===== config.mk =====
export PLATFORM = sky130hd
export DESIGN_NAME = motor_self_test_sequencer
export DESIGN_NICKNAME = d
export VERILOG_FILES = /design/src/hw/rtl/mstseq_pkg.sv /design/src/hw/rtl/motor_self_test_sequencer.sv
export SDC_FILE = /design/constraint.sdc
export NUM_CORES = 1
export LEC_CHECK = 0
export ABC_CLOCK_PERIOD_IN_PS = 17800
export BUFFER_PORTS_ARGS = -buffer_cell sky130_fd_sc_hd__buf_2
export CAP_MARGIN = 5
export CELL_PAD_IN_SITES_DETAIL_PLACEMENT = 2
export CELL_PAD_IN_SITES_GLOBAL_PLACEMENT = 2
export CORE_ASPECT_RATIO = 0.8
export CORE_UTILIZATION = 43
export CTS_BUF_LIST = sky130_fd_sc_hd__clkbuf_8
export DETAILED_ROUTE_END_ITERATION = 8
export GPL_ROUTABILITY_DRIVEN = 0
export GPL_TIMING_DRIVEN = 1
export PLACE_DENSITY_LB_ADDON = 0.1
export SLEW_MARGIN = 20
export SYNTH_ARGS = -nofsm -noshare
export SYNTH_HDL_FRONTEND = slang
export SYNTH_SLANG_ARGS = --single-unit

===== constraint.sdc =====
create_clock -name i_clk -period 17.8 [get_ports i_clk]
set_input_delay 1.78 -clock i_clk [delete_from_list [all_inputs] [get_ports i_clk]]
set_output_delay 1.78 -clock i_clk [all_outputs]
set_load 0.05 [all_outputs]

===== src/hw/rtl/mstseq_pkg.sv =====
// Shared types and constants for the motor self-test sequencer.
`default_nettype none
package mstseq_pkg;

    localparam int unsigned PAUSE_MS    = 500;
    localparam int unsigned MOTOR_COUNT = 4;

    localparam int unsigned NOW_W   = 32;
    localparam int unsigned RATIO_W = 16;
    localparam int unsigned DUR_W   = 24;
    localparam int unsigned MOTOR_W = 2;
    localparam int unsigned SLOT_W  = DUR_W + 1;
    localparam int unsigned CFG_W   = DUR_W;
    localparam int unsigned CFG_IDX_W = 2;

    localparam int unsigned DIV_STEPS  = NOW_W;
    localparam int unsigned STEP_W     = $clog2(DIV_STEPS);
    localparam int unsigned N_ENTRIES  = 5;

    typedef logic [CFG_IDX_W-1:0] t_cfg_idx;
    localparam t_cfg_idx REG_MOTOR_SELECT = 2'd0;
    localparam t_cfg_idx REG_TEST_THRUST  = 2'd1;
    localparam t_cfg_idx REG_DURATION_MS  = 2'd2;

    localparam logic CMD_SET  = 1'b0;
    localparam logic CMD_STOP = 1'b1;

    // fixed slots of the result buffer, in delivery order
    typedef logic [2:0] t_entry;
    localparam t_entry E_SGL_STOP = 3'd0;
    localparam t_entry E_SGL_RUN  = 3'd1;
    localparam t_entry E_SGL_ZERO = 3'd2;
    localparam t_entry E_SEQ_STOP = 3'd3;
    localparam t_entry E_SEQ_SET  = 3'd4;

    typedef enum logic [2:0] {
        ST_IDLE,
        ST_CTRL,
        ST_DIV,
        ST_SEQ,
        ST_EMIT
    } t_state;

    typedef struct packed {
        logic [NOW_W-1:0] now_ms;
        logic             start_single;
        logic             start_sequence;
        logic             stop_all;
    } t_in_word;

    typedef struct packed {
        logic               cmd_kind;
        logic [MOTOR_W-1:0] motor_index;
        logic [RATIO_W-1:0] ratio;
        logic               last;
    } t_out_word;

endpackage
`default_nettype wire


===== src/hw/rtl/motor_self_test_sequencer.sv =====
// Motor self-test sequencer: tick handling, slot divider and result buffer.
//
// Each input word is one millisecond tick. A tick with no sequence running is
// decided in the control state; with the sequential test running it also passes
// through the 32-step restoring divider that splits the elapsed time into slot
// number and slot offset. The input stall stays high from acceptance until the
// tick is decided and its last result word, if any, has been taken.
// Configuration writes are taken in any cycle (ready is always high).
// PAUSE_MS sets the pause after each slot and MOTOR_COUNT the motors in a sequence.
`default_nettype none
module motor_self_test_sequencer #(
    parameter int unsigned PAUSE_MS    = mstseq_pkg::PAUSE_MS,
    parameter int unsigned MOTOR_COUNT = mstseq_pkg::MOTOR_COUNT
) (
    input  wire                                 i_clk,
    input  wire                                 i_rst_n,
    input  wire                                 i_in_valid,
    input  wire mstseq_pkg::t_in_word           i_in_word,
    output logic                                o_in_stall,
    output logic                                o_out_valid,
    output mstseq_pkg::t_out_word               o_out_word,
    input  wire                                 i_out_stall,
    input  wire                                 i_cfg_valid,
    output logic                                o_cfg_ready,
    input  wire  [mstseq_pkg::CFG_IDX_W-1:0]    i_cfg_index,
    input  wire  [mstseq_pkg::CFG_W-1:0]        i_cfg_data
);

    localparam int unsigned NW = mstseq_pkg::NOW_W;
    localparam int unsigned SW = mstseq_pkg::SLOT_W;
    localparam int unsigned NE = mstseq_pkg::N_ENTRIES;

    localparam logic [NE-1:0] M_SGL_STOP = NE'(1) << mstseq_pkg::E_SGL_STOP;
    localparam logic [NE-1:0] M_SGL_RUN  = NE'(1) << mstseq_pkg::E_SGL_RUN;
    localparam logic [NE-1:0] M_SGL_ZERO = NE'(1) << mstseq_pkg::E_SGL_ZERO;
    localparam logic [NE-1:0] M_SEQ_STOP = NE'(1) << mstseq_pkg::E_SEQ_STOP;
    localparam logic [NE-1:0] M_SEQ_SET  = NE'(1) << mstseq_pkg::E_SEQ_SET;

    mstseq_pkg::t_state r_state, n_state;

    // configuration
    logic [mstseq_pkg::MOTOR_W-1:0] r_motor_select;
    logic [mstseq_pkg::RATIO_W-1:0] r_test_thrust;
    logic [mstseq_pkg::DUR_W-1:0]   r_duration;

    // latched tick
    logic [NW-1:0] r_now, n_now;
    logic          r_req_single, n_req_single;
    logic          r_req_seq, n_req_seq;
    logic          r_req_stop, n_req_stop;

    // test state
    logic          r_single_pending, n_single_pending;
    logic          r_single_active, n_single_active;
    logic [NW-1:0] r_single_start, n_single_start;
    logic          r_seq_running, n_seq_running;
    logic          r_seq_started, n_seq_started;
    logic [NW-1:0] r_seq_start, n_seq_start;
    logic [mstseq_pkg::MOTOR_W-1:0] r_seq_motor, n_seq_motor;
    logic          r_seq_thrust, n_seq_thrust;

    // divider: r_quo holds the dividend and collects the quotient bits
    logic [NW-1:0]   r_quo, n_quo;
    logic [SW-1:0]   r_rem, n_rem;
    logic [mstseq_pkg::STEP_W-1:0] r_step, n_step;

    // pending result words
    logic [NE-1:0] r_mask, n_mask;

    logic          in_acc, out_acc;
    logic          c_pend, c_start, c_act, c_done, c_run, c_started;
    logic [NW-1:0] c_st, c_el_s, c_el_q;
    logic [SW-1:0] c_slot;
    logic [SW:0]   c_trial;
    logic          c_ge, c_seq_ok;
    logic [NE-1:0] c_mask_ctrl, c_mask_seq, c_low;
    logic          c_last;
    mstseq_pkg::t_entry c_sel;

    assign in_acc  = i_in_valid & ~o_in_stall;
    assign out_acc = o_out_valid & ~i_out_stall;

    // single test decision
    assign c_pend    = r_single_pending | r_req_single;
    assign c_start   = c_pend & ~r_single_active;
    assign c_act     = r_single_active | c_start;
    assign c_st      = c_start ? r_now : r_single_start;
    assign c_el_s    = r_now - c_st;
    assign c_done    = c_act & (c_el_s >= {{(NW-mstseq_pkg::DUR_W){1'b0}}, r_duration});
    assign c_run     = r_seq_running | r_req_seq;
    assign c_started = r_seq_started & ~r_req_seq;
    assign c_el_q    = c_started ? (r_now - r_seq_start) : '0;

    assign c_mask_ctrl = r_req_stop ? M_SGL_STOP :
                         ((c_start ? (M_SGL_STOP | M_SGL_RUN) : '0) |
                          (c_done ? M_SGL_ZERO : '0));

    // slot length and one restoring step
    assign c_slot  = {1'b0, r_duration} + SW'(PAUSE_MS);
    assign c_trial = {r_rem, r_quo[NW-1]};
    assign c_ge    = c_trial >= {1'b0, c_slot};

    assign c_seq_ok = (c_slot != '0) && (r_quo < NW'(MOTOR_COUNT));
    always_comb begin
        if (!c_seq_ok) begin
            c_mask_seq = r_mask | M_SEQ_STOP;
        end else if (r_rem == '0) begin
            c_mask_seq = r_mask | M_SEQ_STOP | M_SEQ_SET;
        end else if (r_rem >= {1'b0, r_duration}) begin
            c_mask_seq = r_mask | M_SEQ_SET;
        end else begin
            c_mask_seq = r_mask;
        end
    end

    // lowest pending entry goes out first
    assign c_low  = r_mask & (~r_mask + NE'(1));
    assign c_last = (r_mask & ~c_low) == '0;
    always_comb begin
        c_sel = mstseq_pkg::E_SGL_STOP;
        for (int i = NE - 1; i >= 0; i--) begin
            if (r_mask[i]) c_sel = mstseq_pkg::t_entry'(i);
        end
    end

    // next state
    always_comb begin
        n_state = r_state;
        unique case (r_state)
            mstseq_pkg::ST_IDLE: begin
                if (in_acc) n_state = mstseq_pkg::ST_CTRL;
            end
            mstseq_pkg::ST_CTRL: begin
                if (!r_req_stop && c_run) begin
                    n_state = mstseq_pkg::ST_DIV;
                end else if (c_mask_ctrl != '0) begin
                    n_state = mstseq_pkg::ST_EMIT;
                end else begin
                    n_state = mstseq_pkg::ST_IDLE;
                end
            end
            mstseq_pkg::ST_DIV: begin
                if (r_step == mstseq_pkg::STEP_W'(mstseq_pkg::DIV_STEPS - 1))
                    n_state = mstseq_pkg::ST_SEQ;
            end
            mstseq_pkg::ST_SEQ: begin
                n_state = (c_mask_seq != '0) ? mstseq_pkg::ST_EMIT : mstseq_pkg::ST_IDLE;
            end
            mstseq_pkg::ST_EMIT: begin
                if (out_acc && c_last) n_state = mstseq_pkg::ST_IDLE;
            end
            default: n_state = mstseq_pkg::ST_IDLE;
        endcase
    end

    // outputs
    always_comb begin
        o_in_stall  = r_state != mstseq_pkg::ST_IDLE;
        o_out_valid = r_state == mstseq_pkg::ST_EMIT;
        o_cfg_ready = 1'b1;
        o_out_word.last = c_last;
        unique case (c_sel)
            mstseq_pkg::E_SGL_RUN: begin
                o_out_word.cmd_kind    = mstseq_pkg::CMD_SET;
                o_out_word.motor_index = r_motor_select;
                o_out_word.ratio       = r_test_thrust;
            end
            mstseq_pkg::E_SGL_ZERO: begin
                o_out_word.cmd_kind    = mstseq_pkg::CMD_SET;
                o_out_word.motor_index = r_motor_select;
                o_out_word.ratio       = '0;
            end
            mstseq_pkg::E_SEQ_SET: begin
                o_out_word.cmd_kind    = mstseq_pkg::CMD_SET;
                o_out_word.motor_index = r_seq_motor;
                o_out_word.ratio       = r_seq_thrust ? r_test_thrust : '0;
            end
            default: begin
                o_out_word.cmd_kind    = mstseq_pkg::CMD_STOP;
                o_out_word.motor_index = '0;
                o_out_word.ratio       = '0;
            end
        endcase
    end

    // datapath next values
    always_comb begin
        n_now            = r_now;
        n_req_single     = r_req_single;
        n_req_seq        = r_req_seq;
        n_req_stop       = r_req_stop;
        n_single_pending = r_single_pending;
        n_single_active  = r_single_active;
        n_single_start   = r_single_start;
        n_seq_running    = r_seq_running;
        n_seq_started    = r_seq_started;
        n_seq_start      = r_seq_start;
        n_seq_motor      = r_seq_motor;
        n_seq_thrust     = r_seq_thrust;
        n_quo            = r_quo;
        n_rem            = r_rem;
        n_step           = r_step;
        n_mask           = r_mask;
        unique case (r_state)
            mstseq_pkg::ST_IDLE: begin
                if (in_acc) begin
                    n_now        = i_in_word.now_ms;
                    n_req_single = i_in_word.start_single;
                    n_req_seq    = i_in_word.start_sequence;
                    n_req_stop   = i_in_word.stop_all;
                end
            end
            mstseq_pkg::ST_CTRL: begin
                n_mask = c_mask_ctrl;
                if (r_req_stop) begin
                    n_single_pending = 1'b0;
                    n_single_active  = 1'b0;
                    n_seq_running    = 1'b0;
                    n_seq_started    = 1'b0;
                    n_seq_motor      = '0;
                end else begin
                    n_single_pending = c_pend & ~c_done;
                    n_single_active  = c_act & ~c_done;
                    n_single_start   = c_st;
                    n_seq_running    = c_run;
                    n_seq_started    = c_run | c_started;
                    if (c_run && !c_started) n_seq_start = r_now;
                    if (r_req_seq) n_seq_motor = '0;
                    n_quo  = c_el_q;
                    n_rem  = '0;
                    n_step = '0;
                end
            end
            mstseq_pkg::ST_DIV: begin
                n_rem  = c_ge ? SW'(c_trial - {1'b0, c_slot}) : c_trial[SW-1:0];
                n_quo  = {r_quo[NW-2:0], c_ge};
                n_step = r_step + 1'b1;
            end
            mstseq_pkg::ST_SEQ: begin
                n_mask = c_mask_seq;
                if (c_seq_ok) begin
                    n_seq_motor  = r_quo[mstseq_pkg::MOTOR_W-1:0];
                    n_seq_thrust = r_rem == '0;
                end else begin
                    n_seq_running = 1'b0;
                    n_seq_started = 1'b0;
                    n_seq_motor   = '0;
                end
            end
            mstseq_pkg::ST_EMIT: begin
                if (out_acc) n_mask = r_mask & ~c_low;
            end
            default: ;
        endcase
    end

    always_ff @(posedge i_clk) begin
        if (!i_rst_n) begin
            r_state          <= mstseq_pkg::ST_IDLE;
            r_motor_select   <= '0;
            r_test_thrust    <= mstseq_pkg::RATIO_W'(20000);
            r_duration       <= mstseq_pkg::DUR_W'(1000);
            r_single_pending <= 1'b0;
            r_single_active  <= 1'b0;
            r_single_start   <= '0;
            r_seq_running    <= 1'b0;
            r_seq_started    <= 1'b0;
            r_seq_start      <= '0;
            r_seq_motor      <= '0;
            r_mask           <= '0;
            r_step           <= '0;
        end else begin
            r_state          <= n_state;
            r_single_pending <= n_single_pending;
            r_single_active  <= n_single_active;
            r_single_start   <= n_single_start;
            r_seq_running    <= n_seq_running;
            r_seq_started    <= n_seq_started;
            r_seq_start      <= n_seq_start;
            r_seq_motor      <= n_seq_motor;
            r_mask           <= n_mask;
            r_step           <= n_step;
            if (i_cfg_valid && o_cfg_ready) begin
                unique case (i_cfg_index)
                    mstseq_pkg::REG_MOTOR_SELECT:
                        r_motor_select <= i_cfg_data[mstseq_pkg::MOTOR_W-1:0];
                    mstseq_pkg::REG_TEST_THRUST:
                        r_test_thrust <= i_cfg_data[mstseq_pkg::RATIO_W-1:0];
                    mstseq_pkg::REG_DURATION_MS:
                        r_duration <= i_cfg_data[mstseq_pkg::DUR_W-1:0];
                    default: ;
                endcase
            end
        end
    end

    always_ff @(posedge i_clk) begin
        r_now        <= n_now;
        r_req_single <= n_req_single;
        r_req_seq    <= n_req_seq;
        r_req_stop   <= n_req_stop;
        r_seq_thrust <= n_seq_thrust;
        r_quo        <= n_quo;
        r_rem        <= n_rem;
    end

    a_emit_has_word: assert property (@(posedge i_clk) disable iff (!i_rst_n)
        (r_state == mstseq_pkg::ST_EMIT) |-> (r_mask != '0))
        else $error("emit state with no pending word");

    a_active_pending: assert property (@(posedge i_clk) disable iff (!i_rst_n)
        r_single_active |-> r_single_pending)
        else $error("single test active without pending flag");

    a_started_running: assert property (@(posedge i_clk) disable iff (!i_rst_n)
        r_seq_started |-> r_seq_running)
        else $error("sequence started flag set while not running");

    a_rem_bound: assert property (@(posedge i_clk) disable iff (!i_rst_n)
        (r_state == mstseq_pkg::ST_SEQ && c_slot != '0) |-> (r_rem < c_slot))
        else $error("divider remainder not below slot length");

    a_last_to_idle: assert property (@(posedge i_clk) disable iff (!i_rst_n)
        (out_acc && o_out_word.last) |=> (r_state == mstseq_pkg::ST_IDLE))
        else $error("last word taken but sequencer not idle");

endmodule
`default_nettype wire

==> Yosys cells after proc, flatten, opt, wreduce, memory -nomap -nowiden <==
Cells that the tools add are included.
{ "classes": {"add_sub_neg": 6, "order_cmp": 4, "n_eq_ne": 17, "n_mux": 42, "n_bitwise": 22, "reduce_logical": 29} }
{ "ops": {"columns": ["operator", "count"], "rows": [
  ["$mux 32", 3],
  ["$pmux 32 s2", 1],
  ["$sub 32x32->32", 2],
  ["$pmux 19 s3", 1],
  ["$mux 25", 2],
  ["$pmux 25 s2", 1],
  ["$mux 3", 13],
  ["$ge 32x24->1", 1],
  ["$lt 32x3->1 const B", 1],
  ["$ge 26x25->1", 1],
  ["$add 24x9->25 const B", 1],
  ["$ge 25x24->1", 1],
  ["$logic_not 25->1", 1],
  ["$mux 5", 5],
  ["$reduce_bool 25->1", 1],
  ["$sub 25x25->25", 1],
  ["$reduce_and 2->1", 10],
  ["$mux 16", 1],
  ["$pmux 3 s5", 1],
  ["$pmux 5 s3", 1],
  ["$add 5x1->5 const B", 2],
  ["$and 5x5->5", 2],
  ["$not 5->5", 2],
  ["$pmux 5 s2", 1],
  ["other kinds (26)", 64]
]} }
{ "totals": {"regBits": 218, "out_inout_bits": 23} }

==> Logic depth before layout (Yosys ltp) <==
{ "logic_depth": {"ltp_word": 13, "ltp_mapped": 28, "ltp_nobuf": 27} }

==> Worst setup path after synthesis <==
No wires, ideal clock.
{ "synth_timing": {"kind": "register -> register", "from": "register r_req_single", "to": "register r_single_pending", "setup_time_ps": 73, "arrival_time_ps": 6037, "required_ps": 17727, "setup_slack_ps": 11690, "stages_incl_launch_ff": 28, "n_path_buf": 4, "synth_period_minus_slack_ps": 6110, "path_cell_list": "edfxtp_1 nor2_1 or2_2 clkbuf_1 clkbuf_1 clkbuf_1 mux2i_1 ha_1 buf_2 a211oi_1 nand2_1 or3_1 o21a_1 a21o_1 a21o_1 a21o_1 a21o_1 a21boi_1 xnor2_1 ha_1 a31oi_1 and3_1 o21ai_0 a221o_1 nor4b_2 nor4b_2 a41oi_1 nor3_2"} }
{ "synth_between": {"elab_chain_len": 9, "word_cells_on_any_way": 10, "classes_between": "add/sub: 1; order compare: 1; mux: 2; bitwise: 6"} }
{ "synth_lines": {"columns": ["item", "line_no", "rtl"], "rows": [
  ["start, declared", "motor_self_test_sequencer.sv:48", "logic r_req_single, n_req_single;"],
  ["start signal, assigned", "motor_self_test_sequencer.sv:299", "r_req_single <= n_req_single;"],
  ["$or 1x1->1 *", "motor_self_test_sequencer.sv:84", "assign c_pend = r_single_pending | r_req_single;"],
  ["$and 1x1->1", "motor_self_test_sequencer.sv:85", "assign c_start = c_pend & ~r_single_active;"],
  ["$mux 32", "motor_self_test_sequencer.sv:87", "assign c_st = c_start ? r_now : r_single_start;"],
  ["$sub 32x32->32", "motor_self_test_sequencer.sv:88", "assign c_el_s = r_now - c_st;"],
  ["$ge 32x24->1", "motor_self_test_sequencer.sv:89", "assign c_done = c_act & (c_el_s >= {{(NW-mstseq_pkg::DUR_W){1'b0}}, r_duration});"],
  ["$and 1x1->1", "motor_self_test_sequencer.sv:89", null],
  ["$not 1->1", "motor_self_test_sequencer.sv:222", "n_single_pending = c_pend & ~c_done;"],
  ["$and 1x1->1 *", "motor_self_test_sequencer.sv:222", null],
  ["$mux 1 *", "motor_self_test_sequencer.sv:215", "if (r_req_stop) begin"],
  ["end signal, assigned", "motor_self_test_sequencer.sv:274", "r_single_pending <= n_single_pending;"],
  ["end, declared", "motor_self_test_sequencer.sv:53", "logic r_single_pending, n_single_pending;"]
]} }
Every way passes the cells marked *; elsewhere a longest branch is shown, timed or not.
A chain may end at the register's enable or synchronous reset.

==> Worst setup path after layout <==
{ "layout_timing": {"from": "register r_req_single", "to": "register r_single_pending"} }
{ "layout_between": {"elab_chain_len": 9, "word_cells_on_any_way": 10, "classes_between": "add/sub: 1; order compare: 1; mux: 2; bitwise: 6"} }
{ "layout_lines": {"columns": ["item", "line_no", "rtl"], "rows": [
  ["$or 1x1->1", "motor_self_test_sequencer.sv:84", null],
  ["$and 1x1->1", "motor_self_test_sequencer.sv:85", null],
  ["$mux 32", "motor_self_test_sequencer.sv:87", null],
  ["named net c_st[0]", "motor_self_test_sequencer.sv:72", "logic [NW-1:0] c_st, c_el_s, c_el_q;"],
  ["$sub 32x32->32", "motor_self_test_sequencer.sv:88", null],
  ["$ge 32x24->1", "motor_self_test_sequencer.sv:89", null],
  ["$and 1x1->1", "motor_self_test_sequencer.sv:89", null],
  ["$not 1->1", "motor_self_test_sequencer.sv:222", null],
  ["$and 1x1->1", "motor_self_test_sequencer.sv:222", null],
  ["$mux 1", "motor_self_test_sequencer.sv:215", null]
]} }
The timed path passes the listed nets, and every way through them passes these cells.

==> results.md <==
- Initial antenna violation count: 2
- Vias in the first global route: 14600
- # DRC: 0
- Slowest cell on crit path: buf_4
- Crit path kind: flop to flop
- Vias per cell: 6.05
- Slew Limit Headroom: 28.6%
- FF+latch count, synth: 218
- First-pass GRT wire length: 83.3 mm
- Detail Route Antenna Nets: 0
- Multi-input gate area: 8720 sq um
- Register clock-pin slew on the reported worst setup and hold paths: 0.06 ns
- Fin. Hold Viols: 0
- HP Class: flop to flop
- Avg Cell Area, Syn: 8.65 sq um
- Crit path max fanout: 36
- Drt total wl: 52.6 mm
- Final critical-path share of the clock period: 36.7%
- Syn Inst Count: 1687
- CTS H-tree depth: 2
- WL/cell: 23.7 microns
- Status: finished, final reports clean
- Synth top area cells: edfxtp_1 19%, dfxtp_1 17%, ha_1 12%, nand2_1 7.1%, a21oi_1 5.8%
- Port buffer count: 87
- Adder-Cell Fraction of Synth Area: 12.4%
- Mapped Nets: 1896
- Ys async rst share: 0%
- Fin Setup TNS: 0 ns
- Max frequency: 153 MHz
- Simple-gate share of the synthesized area: 18.3%
- Peak VDD IR: 59.8 uV
- Setup bufs post-CTS: 0
- Final Util: 49.1%
- Die height: 167 microns
- Clk root buf: clkbuf_8
- PostCTS Resize Cnt: 0
- Netlist Area Pre-Place: 14600 sq um
- Gr usage total: 30.4%
- WP buf/inv: 2
- Most used flip-flop cell after synthesis: dfxtp_1
- Cell area power density: 89.6 nW/um^2
- Row cnt: 59
- CTS tree: done
- Final net count: 1972
- Fin. max-slew vios: 0
- Pin count of the biggest net entering global routing: 61
- Yosys top cell area share: 19.1%
- Post-Synth XOR/XNOR Area: 5.76%
- CP startpoint kind: flop
- Initial core utilization: 44.3%
- Yosys top cell by area: edfxtp_1
- Post-synth EDFFs: 93
- Slew @ Worst Pin: 1.07 ns
- Post-synthesis compound-gate area fraction: 19.3%
- Main combinational cell family by area after synthesis: compound AO/OA/AOI/OAI gates
- Netlist cell types: 83
- Synth warn: 0
- Mux cell area share after synthesis: 3.78%
- DR iter-0 viols: 735
- Core area: 32900 sq um
- Share of cells above drive strength 1: 10.2%
- Crit-path leading delay family: compound AO/OA/AOI/OAI gates
- Seq. cell area: 5300 sq um
- CTS Buf Count: 41
- ANT cells: 0
- Sink Count: 218
- Area grow syn2layout: 10.7%
- Die X: 208 microns
- Fillers: 3644
- Hpwl dp: 38.9 mm
- RSZ-0062 raised after global routing: no
- Maxcap violations: 0
- Io pins: 89
- Routed via count: 13500
- Grt ovf: 0
- Pleak: 6.33 nW
- Worst EP arrival: 7.02 ns
- Setup Viol. Count Final: 0
- Minimum clock period: 6.52 ns
- Crit end category: flop
- CP most frequent cell: o21ai_0
- CTS max path bufs: 3
- Detailed Routing Iterations Pass 1: 5
- Register area share after synthesis: 36.3%
- Die area: 34700 sq um
- CP max stage delay: 0.49 ns
- CP Data Required Time: 18.29 ns
- Setup Skew: 0.0269 ns
- Clk_lat worst skew: 0.58 ns
- CTS Hold Bufs: 0
-- worst register-to-register path, delay by kind of cell, from the launching register on --
kind            cells  cell delay [ns]
flops               1             0.42
compound gates     13             2.94
xor+xnor            1             0.17
buf+inv             2             0.55
simple gates        8             1.47
fa+ha+maj           3             0.92
-- placed cells by master (no fill, tap or decap), drive strengths merged, types with 65 or more instances in the layout --
| master | count |
|---|---|
| edfxtp | 93 |
| inv | 105 |
| a21oi | 170 |
| xnor2 | 65 |
| o21ai | 81 |
| nand2 | 276 |
| nor2 | 110 |
| dfxtp | 125 |
| ha | 140 |
| buf | 98 |
-- per-layer routing --
layer	track usage, %	routed length [microns]
met5	0	0
met3	4.30	2800
met4	8.08	1180
met1	41.3	24300
met2	50.6	24400
-- kinds of logic (layout without fill, tap and decap cells) --
logic type,count (synthesis),after routing
compound gates,442,442
xor+xnor,96,96
fa+ha+maj,143,143
buf+inv,151,259
flops,218,218
mux,55,55
other cells,1,1
simple gates,581,581
-- through the flow --
step	area [sq um]	worst slack (ns)	instances	total power, mW	hold WS (ns)
after floorplan	14600	11.69	1687	0.846	0.423
after global placement	15400	11.96	2147	0.933	0.438
after detailed placement	15400	11.38	2147	0.963	0.448
after CTS	16200	11.29	2222	1.46	0.461
after global routing	16200	10.83	2222	1.52	0.479
final	16200	11.28	2222	1.45	0.451
-- state kept, by name, summed over array words and instances (netlist names) --
signal	count
r_rem	25
r_duration	24
r_seq_running	1
r_single_active	1
r_seq_started	1
r_seq_motor	2
r_single_start	32
r_req_stop	1
r_single_pending	1
r_motor_select	2
r_now	32
r_req_seq	1
r_seq_start	32
r_test_thrust	16
r_quo	32
r_mask	5
r_req_single	1
r_state	3
r_step	5
r_seq_thrust	1
-- Yosys cell counts, types with 26 or more instances --
| master | number |
|---|---|
| nand2_1 | 276 |
| xnor2_1 | 65 |
| clkbuf_1 | 53 |
| nor2_1 | 109 |
| edfxtp_1 | 93 |
| a21oi_1 | 168 |
| dfxtp_1 | 125 |
| nand4_1 | 26 |
| o21ai_0 | 68 |
| xor2_1 | 31 |
| ha_1 | 140 |
| mux2i_1 | 54 |
| inv_1 | 86 |
| nor2b_1 | 34 |
| a21o_1 | 52 |
| nand3_1 | 27 |
-- final cells by class --
type	instances	area share (%)
inverters	86	2.00
flip-flops and latches	218	32.8
clock buffers	45	3.83
well taps	427	3.31
multi-input cells	1318	53.9
clock inverters	30	0.960
repair buffers	98	3.20
-- where the power goes --
part,switching [mW],internal (mW),total [mW]
logic,0.238,0.152,0.390
clock network,0.239,0.247,0.486
registers,0.0266,0.546,0.572
-- worst paths after layout --
kind,from,endpoint,slack (ns),depth (start not counted)
worst max-delay path,r_req_single$_DFFE_PP_,r_single_pending$_SDFFE_PN0P_,11.28,27
worst min-delay path,r_test_thrust[12]$_SDFFE_PN0P_,r_test_thrust[12]$_SDFFE_PN0P_,0.45,2
worst min register to register,r_test_thrust[12]$_SDFFE_PN0P_,r_test_thrust[12]$_SDFFE_PN0P_,0.45,2
worst max register to register,r_req_single$_DFFE_PP_,r_single_pending$_SDFFE_PN0P_,11.28,27
Power figures use the tool's default switching activity.
